===== src/sv/hcbt_pkg.sv =====
// Shared types, constants and helper functions for the Hill cipher block transform.
package hcbt_pkg;

  localparam int MAX_SIZE        = 6;
  localparam int LETTER_W        = 5;
  localparam int SIZE_W          = 3;
  localparam int ROW_W           = 30;
  localparam int IDX_W           = 3;
  localparam int ALPHABET        = 26;
  localparam int PAD_LETTER      = 23;
  localparam int SUM_W           = 12;
  localparam int RECIP           = 2521;   // ceil(2^16 / 26), exact for sums below 4096
  localparam int RECIP_SHIFT     = 16;
  localparam int PROD_W          = SUM_W + RECIP_SHIFT - 4;
  localparam int QUEUE_DEPTH_DEF = 2;

  // Configuration register indexes
  localparam logic [IDX_W-1:0] REG_BLOCK_SIZE   = 3'd0;
  localparam logic [IDX_W-1:0] REG_KEY_ROW_ZERO = 3'd1;

  localparam logic [SIZE_W-1:0] BLOCK_SIZE_RST = 3'd2;

  typedef logic [LETTER_W-1:0] letter_t;
  typedef logic [SIZE_W-1:0]   size_t;

  typedef struct packed {
    letter_t [MAX_SIZE-1:0] letters;
    size_t                  size;
    logic                   last;
  } block_t;

  typedef struct packed {
    size_t                                block_size;
    letter_t [MAX_SIZE-1:0][MAX_SIZE-1:0] key;   // key[row][col], already reduced mod 26
  } cfg_t;

  function automatic letter_t reduce26(input logic [LETTER_W-1:0] v);
    letter_t r;
    r = (v >= LETTER_W'(ALPHABET)) ? v - LETTER_W'(ALPHABET) : v;
    return r;
  endfunction

  // Zero acts as one, anything above the matrix limit saturates.
  function automatic size_t eff_size(input size_t bs);
    size_t n;
    if (bs == '0) n = SIZE_W'(1);
    else if (bs > SIZE_W'(MAX_SIZE)) n = SIZE_W'(MAX_SIZE);
    else n = bs;
    return n;
  endfunction

endpackage


===== src/sv/hcbt_front.sv =====
// Front end: gathers letters into a block, pads short final blocks, hands blocks to the queue.
module hcbt_front
  import hcbt_pkg::*;
(
  input  logic    clk,
  input  logic    rst,
  input  logic    in_valid,
  output logic    in_stall,
  input  letter_t letter_in,
  input  logic    message_end,
  input  size_t   block_size,
  input  logic    q_full,
  output logic    push,
  output block_t  push_data
);

  letter_t slots [MAX_SIZE];
  size_t   fill_count;

  size_t   n;
  size_t   pos;
  size_t   pos_inc;
  letter_t letter_r;
  logic    accept;
  logic    done;

  assign in_stall = q_full;
  assign accept   = in_valid && !q_full;

  always_comb begin
    n        = eff_size(block_size);
    pos      = (fill_count >= n) ? n - SIZE_W'(1) : fill_count;
    pos_inc  = pos + SIZE_W'(1);
    letter_r = reduce26(letter_in);
    done     = (pos_inc == n) || message_end;
    push     = accept && done;
    for (int j = 0; j < MAX_SIZE; j++) begin
      if (SIZE_W'(j) == pos) push_data.letters[j] = letter_r;
      else if (SIZE_W'(j) < pos) push_data.letters[j] = slots[j];
      else push_data.letters[j] = LETTER_W'(PAD_LETTER);
    end
    push_data.size = n;
    push_data.last = message_end;
  end

  always_ff @(posedge clk) begin
    if (rst) begin
      fill_count <= '0;
    end else if (accept) begin
      fill_count <= done ? '0 : pos_inc;
    end
  end

  always_ff @(posedge clk) begin
    if (accept) begin
      slots[pos] <= letter_r;
    end
  end

endmodule


===== src/sv/hcbt_queue.sv =====
// Short block queue that decouples the front end from the back end.
module hcbt_queue
  import hcbt_pkg::*;
#(
  parameter int QUEUE_DEPTH = QUEUE_DEPTH_DEF
) (
  input  logic   clk,
  input  logic   rst,
  input  logic   push,
  input  block_t push_data,
  input  logic   pop,
  output block_t head,
  output logic   full,
  output logic   empty
);

  localparam int PTR_W = (QUEUE_DEPTH > 1) ? $clog2(QUEUE_DEPTH) : 1;
  localparam int CNT_W = $clog2(QUEUE_DEPTH + 1);

  block_t             entries [QUEUE_DEPTH];
  logic [PTR_W-1:0]   wr_ptr;
  logic [PTR_W-1:0]   rd_ptr;
  logic [CNT_W-1:0]   count;

  assign full  = (count == CNT_W'(QUEUE_DEPTH));
  assign empty = (count == '0);
  assign head  = entries[rd_ptr];

  always_ff @(posedge clk) begin
    if (rst) begin
      wr_ptr <= '0;
      rd_ptr <= '0;
      count  <= '0;
    end else begin
      if (push) begin
        wr_ptr <= (wr_ptr == PTR_W'(QUEUE_DEPTH - 1)) ? '0 : wr_ptr + PTR_W'(1);
      end
      if (pop) begin
        rd_ptr <= (rd_ptr == PTR_W'(QUEUE_DEPTH - 1)) ? '0 : rd_ptr + PTR_W'(1);
      end
      if (push && !pop) count <= count + CNT_W'(1);
      else if (pop && !push) count <= count - CNT_W'(1);
    end
  end

  always_ff @(posedge clk) begin
    if (push) begin
      entries[wr_ptr] <= push_data;
    end
  end

endmodule


===== src/sv/hcbt_back.sv =====
// Back end: a key-row dot product per cycle unless stalled; mod 26; output register.
module hcbt_back
  import hcbt_pkg::*;
(
  input  logic    clk,
  input  logic    rst,
  input  cfg_t    cfg,
  input  block_t  head,
  input  logic    q_empty,
  output logic    pop,
  output logic    out_valid,
  input  logic    out_stall,
  output letter_t letter_out,
  output logic    block_last,
  output logic    message_last
);

  size_t             row;
  logic              b_valid;
  logic [SUM_W-1:0]  b_sum;
  logic              b_blast;
  logic              b_mlast;

  logic              c_ready;
  logic              b_ready;
  logic              issue;
  logic              row_last;
  logic [SUM_W-1:0]  sum;
  logic [PROD_W-1:0] prod;
  logic [SUM_W-1:0]  quo;
  logic [SUM_W-1:0]  rem;
  letter_t           letter_mod;

  assign c_ready  = !out_valid || !out_stall;
  assign b_ready  = !b_valid || c_ready;
  assign issue    = !q_empty && b_ready;
  assign row_last = (row == head.size - SIZE_W'(1));
  assign pop      = issue && row_last;

  always_comb begin
    sum = '0;
    for (int j = 0; j < MAX_SIZE; j++) begin
      if (SIZE_W'(j) < head.size) begin
        sum = sum + SUM_W'(cfg.key[row][j]) * SUM_W'(head.letters[j]);
      end
    end
  end

  // sum mod 26 through a reciprocal multiply, with one correction step
  always_comb begin
    prod = PROD_W'(b_sum) * PROD_W'(RECIP);
    quo  = SUM_W'(prod[PROD_W-1:RECIP_SHIFT]);
    rem  = b_sum - quo * SUM_W'(ALPHABET);
    if (rem >= SUM_W'(ALPHABET)) rem = rem - SUM_W'(ALPHABET);
    letter_mod = rem[LETTER_W-1:0];
  end

  always_ff @(posedge clk) begin
    if (rst) begin
      row       <= '0;
      b_valid   <= 1'b0;
      out_valid <= 1'b0;
    end else begin
      if (issue) begin
        row     <= row_last ? '0 : row + SIZE_W'(1);
        b_valid <= 1'b1;
      end else if (c_ready) begin
        b_valid <= 1'b0;
      end
      if (c_ready) begin
        out_valid <= b_valid;
      end
    end
  end

  always_ff @(posedge clk) begin
    if (issue) begin
      b_sum   <= sum;
      b_blast <= row_last;
      b_mlast <= row_last && head.last;
    end
    if (c_ready && b_valid) begin
      letter_out   <= letter_mod;
      block_last   <= b_blast;
      message_last <= b_mlast;
    end
  end

endmodule


===== src/sv/hill_cipher_block_transform_top.sv =====
// Top level of the Hill cipher block transform: configuration registers, front, queue, back.
//
//   channel  direction  handshake            payload
//   input    in         in_valid / in_stall  letter_in, message_end
//   output   out        out_valid/out_stall  letter_out, block_last, message_last
//   config   in         cfg_valid/cfg_ready  cfg_index, cfg_data
//
// The front end takes one letter per cycle unless in_stall is high; the back end emits one
// letter per cycle when not stalled, one key-row dot product each (a 6-term multiply-add).
// The first result of a block goes through the queue entry, b_sum and the output register.
// in_stall is high while the block queue (QUEUE_DEPTH blocks) is full.
// Synchronous reset; no clearing pass, the letter slots are always written before use.
module hill_cipher_block_transform_top
  import hcbt_pkg::*;
#(
  parameter int QUEUE_DEPTH = QUEUE_DEPTH_DEF
) (
  input  logic             clk,
  input  logic             rst,
  input  logic             in_valid,
  output logic             in_stall,
  input  letter_t          letter_in,
  input  logic             message_end,
  output logic             out_valid,
  input  logic             out_stall,
  output letter_t          letter_out,
  output logic             block_last,
  output logic             message_last,
  input  logic             cfg_valid,
  output logic             cfg_ready,
  input  logic [IDX_W-1:0] cfg_index,
  input  logic [ROW_W-1:0] cfg_data
);

  cfg_t   cfg;
  logic   push;
  block_t push_data;
  logic   pop;
  block_t head;
  logic   q_full;
  logic   q_empty;

  assign cfg_ready = 1'b1;

  always_ff @(posedge clk) begin
    if (rst) begin
      cfg.block_size <= BLOCK_SIZE_RST;
      cfg.key        <= '0;
    end else if (cfg_valid) begin
      if (cfg_index == REG_BLOCK_SIZE) begin
        cfg.block_size <= cfg_data[SIZE_W-1:0];
      end
      for (int r = 0; r < MAX_SIZE; r++) begin
        if (cfg_index == REG_KEY_ROW_ZERO + IDX_W'(r)) begin
          for (int j = 0; j < MAX_SIZE; j++) begin
            cfg.key[r][j] <= reduce26(cfg_data[LETTER_W*j +: LETTER_W]);
          end
        end
      end
    end
  end

  hcbt_front u_front (
    .clk         (clk),
    .rst         (rst),
    .in_valid    (in_valid),
    .in_stall    (in_stall),
    .letter_in   (letter_in),
    .message_end (message_end),
    .block_size  (cfg.block_size),
    .q_full      (q_full),
    .push        (push),
    .push_data   (push_data)
  );

  hcbt_queue #(
    .QUEUE_DEPTH (QUEUE_DEPTH)
  ) u_queue (
    .clk       (clk),
    .rst       (rst),
    .push      (push),
    .push_data (push_data),
    .pop       (pop),
    .head      (head),
    .full      (q_full),
    .empty     (q_empty)
  );

  hcbt_back u_back (
    .clk          (clk),
    .rst          (rst),
    .cfg          (cfg),
    .head         (head),
    .q_empty      (q_empty),
    .pop          (pop),
    .out_valid    (out_valid),
    .out_stall    (out_stall),
    .letter_out   (letter_out),
    .block_last   (block_last),
    .message_last (message_last)
  );

endmodule


===== config.mk =====
export PLATFORM = sky130hd
export DESIGN_NAME = hill_cipher_block_transform_top
export DESIGN_NICKNAME = d
export VERILOG_FILES = /design/src/sv/hcbt_pkg.sv /design/src/sv/hcbt_front.sv /design/src/sv/hcbt_queue.sv /design/src/sv/hcbt_back.sv /design/src/sv/hill_cipher_block_transform_top.sv
export SDC_FILE = /design/constraint.sdc
export NUM_CORES = 1
export LEC_CHECK = 0
export CAP_MARGIN = 20
export CORE_MARGIN = 8
export CORE_UTILIZATION = 41
export DETAILED_ROUTE_END_ITERATION = 12
export DONT_BUFFER_PORTS = 1
export GPL_ROUTABILITY_DRIVEN = 0
export PLACE_DENSITY = 0.58
export SKIP_LAST_GASP = 1
export SLEW_MARGIN = 20
export SYNTH_ARGS = -nofsm -noshare
export SYNTH_HDL_FRONTEND = slang
export SYNTH_SLANG_ARGS = --single-unit
export TNS_END_PERCENT = 30

===== constraint.sdc =====
create_clock -name clk -period 31 [get_ports clk]
set_input_delay 0 -clock clk [delete_from_list [all_inputs] [get_ports clk]]
set_output_delay 0 -clock clk [all_outputs]
set_load 0.05 [all_outputs]

### Yosys cells after proc, flatten, opt, wreduce, memory -nomap -nowiden

Memories as Yosys holds them, arrays and structs flattened. A register that Yosys moved wholly into a read port is not among the register bits.
Index checks and enable logic that the tools add are counted.

* register bits: 216
* bits in writable memories: 98
* logic and storage cells: 195
* memories kept: 2

Memory list
* u_queue.entries: depth 2, bits a word 34, rd ports 1, clocked after Yosys merged registers in 1, wr ports 1, line hcbt_queue.sv:20 `block_t entries [QUEUE_DEPTH];`
* u_front.slots: depth 6, bits a word 5, rd ports 6, clocked after Yosys merged registers in 0, wr ports 1, line hcbt_front.sv:17 `letter_t slots [MAX_SIZE];`

* multipliers: 8
* equal/unequal tests: 14
* order comparisons: 23
* add/sub/neg operators: 22
* muxes and demuxes: 45
* reduce and logical (&&, ||, !) cells: 31

Operators by type and width (number)
* 5-bit 2-to-1 mux: 20
* 30-bit binary-select mux with 3-bit select: 1
* 5-bit by 5-bit multiplier with 10-bit output: 6
* 12-bit 2-to-1 mux: 5
* 12-bit by 10-bit adder with 12-bit output: 4
* 5-bit subtractor (second input constant): 8
* 5-bit >= comparator (second input constant): 7
* 30-bit 2-to-1 mux: 1
* 12-bit by 12-bit multiplier with 24-bit output (second input constant): 1
* 3-bit 2-to-1 mux: 5
* 2-bit AND reduction: 7
* 12-bit by 5-bit >= comparator with 1-bit output (second input constant): 1
* 1-bit by 3-bit < comparator with 1-bit output (first input constant): 4
* 2-bit by 3-bit < comparator with 1-bit output (first input constant): 4
* 3-bit < comparator (first input constant): 4
* 12-bit subtractor: 1
* 10-bit by 10-bit adder with 11-bit output: 1
* 8-bit by 4-bit multiplier with 11-bit output (second input constant): 1
* 1-bit 2-to-1 mux: 10
* 10-bit 2-to-1 mux: 1
* 3-bit == test (second input constant): 3
* 3-bit zero test: 3
* 1-bit logical AND: 8
* 1-bit zero test: 7
* 19 further kinds: 30

### Depth between registers and ports, before layout

* depth after elaboration: 14
* depth in mapped cells: 66

### Hierarchy

From an unflattened synthesis, not the netlist that was laid out.

* cells, all modules: 2590
* area, all modules: 24945.2 sq um

By module, submodules not included
* hcbt_back: cells each 1399, seq. area each 730.7 sq um, times used 1, area each 12695.9 sq um
* hill_cipher_block_transform_top: cells each 831, seq. area each 3663.5 sq um, times used 1, area each 7239.4 sq um
* hcbt_queue: cells each 128, seq. area each 2142.1 sq um, times used 1, area each 2660.1 sq um
* hcbt_front: cells each 232, seq. area each 960.9 sq um, times used 1, area each 2349.8 sq um

### Worst setup path before layout

Ideal clock, no wire load.

* path kind: register to register
* from: register u_back.row[0]
* to: register u_back.b_sum[11], data pin
* slack: 15.063 ns
* period minus slack after synthesis: 15.937 ns
* buffers on the path: 2
* setup time: 0.260 ns
* cell stages (with the launch flop): 55
* arrival: 15.677 ns
* cell sequence: dfxtp_1 -> buf_6 -> buf_1 -> mux4_2 -> a21oi_1 -> or2_2 -> fa_1 -> fa_1 -> fa_1 -> inv_1 -> ha_1 -> xor2_1 -> nand2_1 -> fa_1 -> fa_1 -> fa_1 -> inv_1 -> ha_1 -> (+19 left out) -> fa_1 -> fa_1 -> inv_1 -> ha_1 -> xnor2_1 -> o21ai_0 -> fa_1 -> fa_1 -> fa_1 -> inv_1 -> ha_1 -> a21oi_1 -> o21ai_0 -> o41a_1 -> nand4_1 -> nand3_1 -> xnor2_1 -> xnor2_1

* longest elaborated chain between the ends: 14

RTL lines
* start: declaration: line hcbt_back.sv:18 `size_t row;`
* start signal: assignment: line hcbt_back.sv:65 `row <= row_last ? '0 : row + SIZE_W'(1);`
* 30-bit binary-select mux with 3-bit select *: line hcbt_back.sv:44 `sum = sum + SUM_W'(cfg.key[row][j]) * SUM_W'(head.letters[j]);`
* 30-bit 2-to-1 mux (implied by the code) *: line hcbt_back.sv:44
* 5-bit by 5-bit multiplier with 10-bit output: line hcbt_back.sv:44
* 10-bit 2-to-1 mux: line hcbt_back.sv:43 `if (SIZE_W'(j) < head.size) begin`
* 10-bit by 10-bit adder with 11-bit output: line hcbt_back.sv:44
* 12-bit 2-to-1 mux: line hcbt_back.sv:43
* 12-bit by 10-bit adder with 12-bit output: line hcbt_back.sv:44
* 12-bit 2-to-1 mux: line hcbt_back.sv:43
* 12-bit by 10-bit adder with 12-bit output: line hcbt_back.sv:44
* 12-bit 2-to-1 mux: line hcbt_back.sv:43
* 12-bit by 10-bit adder with 12-bit output: line hcbt_back.sv:44
* 12-bit 2-to-1 mux: line hcbt_back.sv:43
* 12-bit by 10-bit adder with 12-bit output: line hcbt_back.sv:44
* 12-bit 2-to-1 mux *: line hcbt_back.sv:43
* net u_back.sum[11]: line hcbt_back.sv:28 `logic [SUM_W-1:0] sum;`
* end signal: assignment: line hcbt_back.sv:78 `b_sum <= sum;`
* end: declaration: line hcbt_back.sv:20 `logic [SUM_W-1:0] b_sum;`

The timed path passes the listed nets; every way through them passes the cells marked *. The select of a mux whose other input is x is not followed.
A chain may end at the register's enable or synchronous reset.

### Final worst setup path

Same ends and word-level chain as after synthesis.

==> flow_metrics.py <==
metrics = {
    "critical_path": {
        "arrival_ns": 16.89,
        "cp_common_cell": "fa_1",
        "criticalPathCategory": "reg -> reg",
        "worst-path-max-fanout": 25,
        "slowest_stage": "dfxtp_4",
        "cpPeakStageDelay_ns": 0.64,
        "start_kind": "flop",
        "end_kind": "flop",
        "crit_required_ns": 31.29,
    },
    "floorplan": {
        "die_h_um": 255,
        "initial_core_util": 0.416,
        "io-pin-count": 54,
        "fp-row-count": 87,
        "dieArea_sq_um": 65200,
        "core_area_sq_um": 56500,
        "die_x_um": 255,
    },
    "flow_run": {
        "maxCapViolations": 0,
    },
    "place": {
        "port_buffers": 0,
        "dp_hpwl_mm": 44.1,
    },
    "drt": {
        "wl_per_cell_um": 18.0,
        "drt_wl_total_mm": 61.4,
        "viasPerCell": 5.35,
        "route.antenna.remaining_nets": 0,
        "dr.pass1.iters": 6,
        "drt_iter0_drc": 1138,
        "drc_errors": 0,
        "num_vias": 18200,
    },
    "timing": {
        "finalSetupTns_ns": 0,
        "final_hold_viol_count": 5,
        "drv_slew": 0,
        "setup_violations": 0,
        "period_share": 0.535,
        "rsz0062_at_grt": "no",
        "skew_ns": 0.0170,
        "fin_crit_ns": 16.59,
        "relSlewSlack": 0.276,
        "hold_slack_ns": -0.0258,
        "worstMarginPinSlew_ns": 1.08,
        "max_freq_mhz": 60.3,
    },
    "grt": {
        "busiest_layer": "met2",
        "grt_max_degree": 197,
        "groute.layer.met2.usage": 0.330,
        "antenna_found_initial": 1,
        "grt_pass1_vias": 18900,
        "grt_pass1_wl_mm": 99.6,
        "grt_util_met1": 0.232,
        "use_met3": 0.0240,
        "grt_use_total": 0.186,
        "gr-total-overflow": 0,
    },
    "status": {
        "violations": "negative hold slack",
        "status": "finished, violations left",
    },
    "synthesis": {
        "synth_edf_count": 119,
        "syn_nets": 3020,
        "synth-main-ff-cell": "dfxtp_1",
        "synth_cells": 2597,
        "yosysUniqueCellTypes": 73,
        "ys_ff_latch": 315,
        "netlist_area_sq_um": 23500,
        "syn_avg_cell_area_sq_um": 9.05,
        "yosysWarnings": 0,
        "ys_seq_area_frac": 0.319,
        "yosysMostFrequentCell": "nand2_1",
        "ys_async_sr_fraction": 0,
        "synth_area_leaders": "dfxtp_1 (17%), edfxtp_1 (15%), ha_1 (13%)",
        "synth_commonest_cells": "nand2_1 (472), inv_1 (274), a21oi_1 (256)",
        "synth_top_area_frac": 0.167,
        "yosysTopAreaCell": "dfxtp_1",
    },
    "clock_network": {
        "cts_max_level": 2,
        "tritoncts": "done",
        "clk_pin_slew_ns": 0.06,
        "cts_root_buffer": "clkbuf_16",
        "numCtsBuffers": 39,
        "post-cts-setup-buffers": 0,
        "cts_resized": 0,
        "cts.path.max_buffers": 3,
        "clock_sinks": 315,
        "clk_latency_ns": 0.56,
    },
    "final_layout": {
        "area_growth_pct": 11.4,
        "layout-drive-gt1-share": 0.0694,
        "nets": 3044,
        "antennaDiodeCount": 0,
        "fillCellCount": 5325,
    },
    "worst_hold_path": {
        "hold_class": "in -> reg",
    },
}
repair_timing:
action	CTS	global route
endpoints found under the setup margin	0	0
endpoints found under the hold margin	238	6
hold buffers	60	2
routing by layer:
metal / up-vias / wire [um]
met5: - / 0
met3: 113 / 2770
li1: 8793 / -
met1: 8950 / 26500
met2: 386 / 30400
met4: 0 / 1730
metrics by stage:
stage               hold WS (ns)   util  instances  cell area [sq um]  setup WS, ns
finish                   -0.0258  0.464       3408              26200         14.41
global route           -0.000371  0.464       3408              26200         13.52
CTS                     0.000912  0.463       3406              26200         14.42
detailed placement        0.0912  0.429       3274              24300         14.46
global placement          0.0937  0.429       3274              24300         14.75
floorplan                 0.0989      -       2597              23500         15.06
path summary, 6_finish.rpt:
check	from	end	slack (ns)	depth (start not counted)
worst min register to register	u_back.b_blast	u_back.block_last	0.42	0
worst max register to register	u_back.row[0]	u_back.b_sum[11]	14.41	52
worst max-delay path	u_back.row[0]	u_back.b_sum[11]	14.41	52
worst min-delay path	cfg_data[26]	cfg[87]	-0.03	4
placed cells by master (no fill, tap or decap), types with 5 or more instances in the layout:
| cell | instances |
|---|---|
| nor2_2 | 5 |
| mux2i_1 | 73 |
| a31oi_1 | 8 |
| a21oi_1 | 256 |
| buf_4 | 25 |
| o21a_1 | 13 |
| a21boi_0 | 10 |
| or3_1 | 9 |
| o22a_1 | 7 |
| fa_1 | 141 |
| nand3_1 | 18 |
| o22ai_1 | 7 |
| or2_2 | 22 |
| xnor2_1 | 37 |
| xor2_1 | 34 |
| nor2b_1 | 13 |
| nand2_1 | 472 |
| o21bai_1 | 11 |
| clkinv_2 | 7 |
| inv_1 | 274 |
| mux4_2 | 29 |
| a211oi_1 | 26 |
| nand2b_1 | 15 |
| nor2_1 | 191 |
| nor3_1 | 28 |
| a21o_1 | 22 |
| edfxtp_1 | 119 |
| mux2_2 | 27 |
| o21ai_0 | 82 |
| o211ai_1 | 10 |
| dfxtp_1 | 193 |
| o31ai_1 | 15 |
| ha_1 | 238 |
| and2_1 | 22 |
| clkbuf_1 | 6 |
| clkbuf_16 | 39 |
| dlygate4sd3_1 | 61 |
worst max-delay path: cells and delay by family (launching register included):
family,cells,cell delay (ns)
AO/OA/AOI/OAI,7,2.00
XOR/XNOR,7,1.20
adder cells (fa/ha/maj),24,10.95
buffers and inverters,6,0.24
flip-flops,1,0.64
multiplexers,1,0.56
AND/OR/NAND/NOR,7,0.71
sequential cells by signal, summed over array words and instances (netlist names), 2 cells and up, named ones only:
name / flops
u_back.b_sum: 12
u_queue.count: 2
u_queue.entries: 68
u_front.fill_count: 3
u_front.slots: 30
u_back.row: 3
cfg: 183
u_back.letter_out: 5
cell families after synthesis:
family                   share of synthesized area
XOR/XNOR                                    0.0274
multiplexers                                0.0746
adder cells (fa/ha/maj)                      0.247
flip-flops                                   0.319
buffers and inverters                       0.0614
AO/OA/AOI/OAI                                0.125
other                                     0.000160
AND/OR/NAND/NOR                              0.145
layout make-up:
cell class | count | area, sq um | area share
multi-input cells | 1904 | 14600 | 0.557
flip-flops and latches | 315 | 7500 | 0.286
clock buffers | 49 | 1050 | 0.0402
inverters | 274 | 1030 | 0.0393
well taps | 756 | 946 | 0.0361
repair buffers | 87 | 826 | 0.0315
clock inverters | 23 | 245 | 0.00936
Power is not shown: default switching activity piles up to over one toggle a cycle in this logic, so the estimate is an artifact.
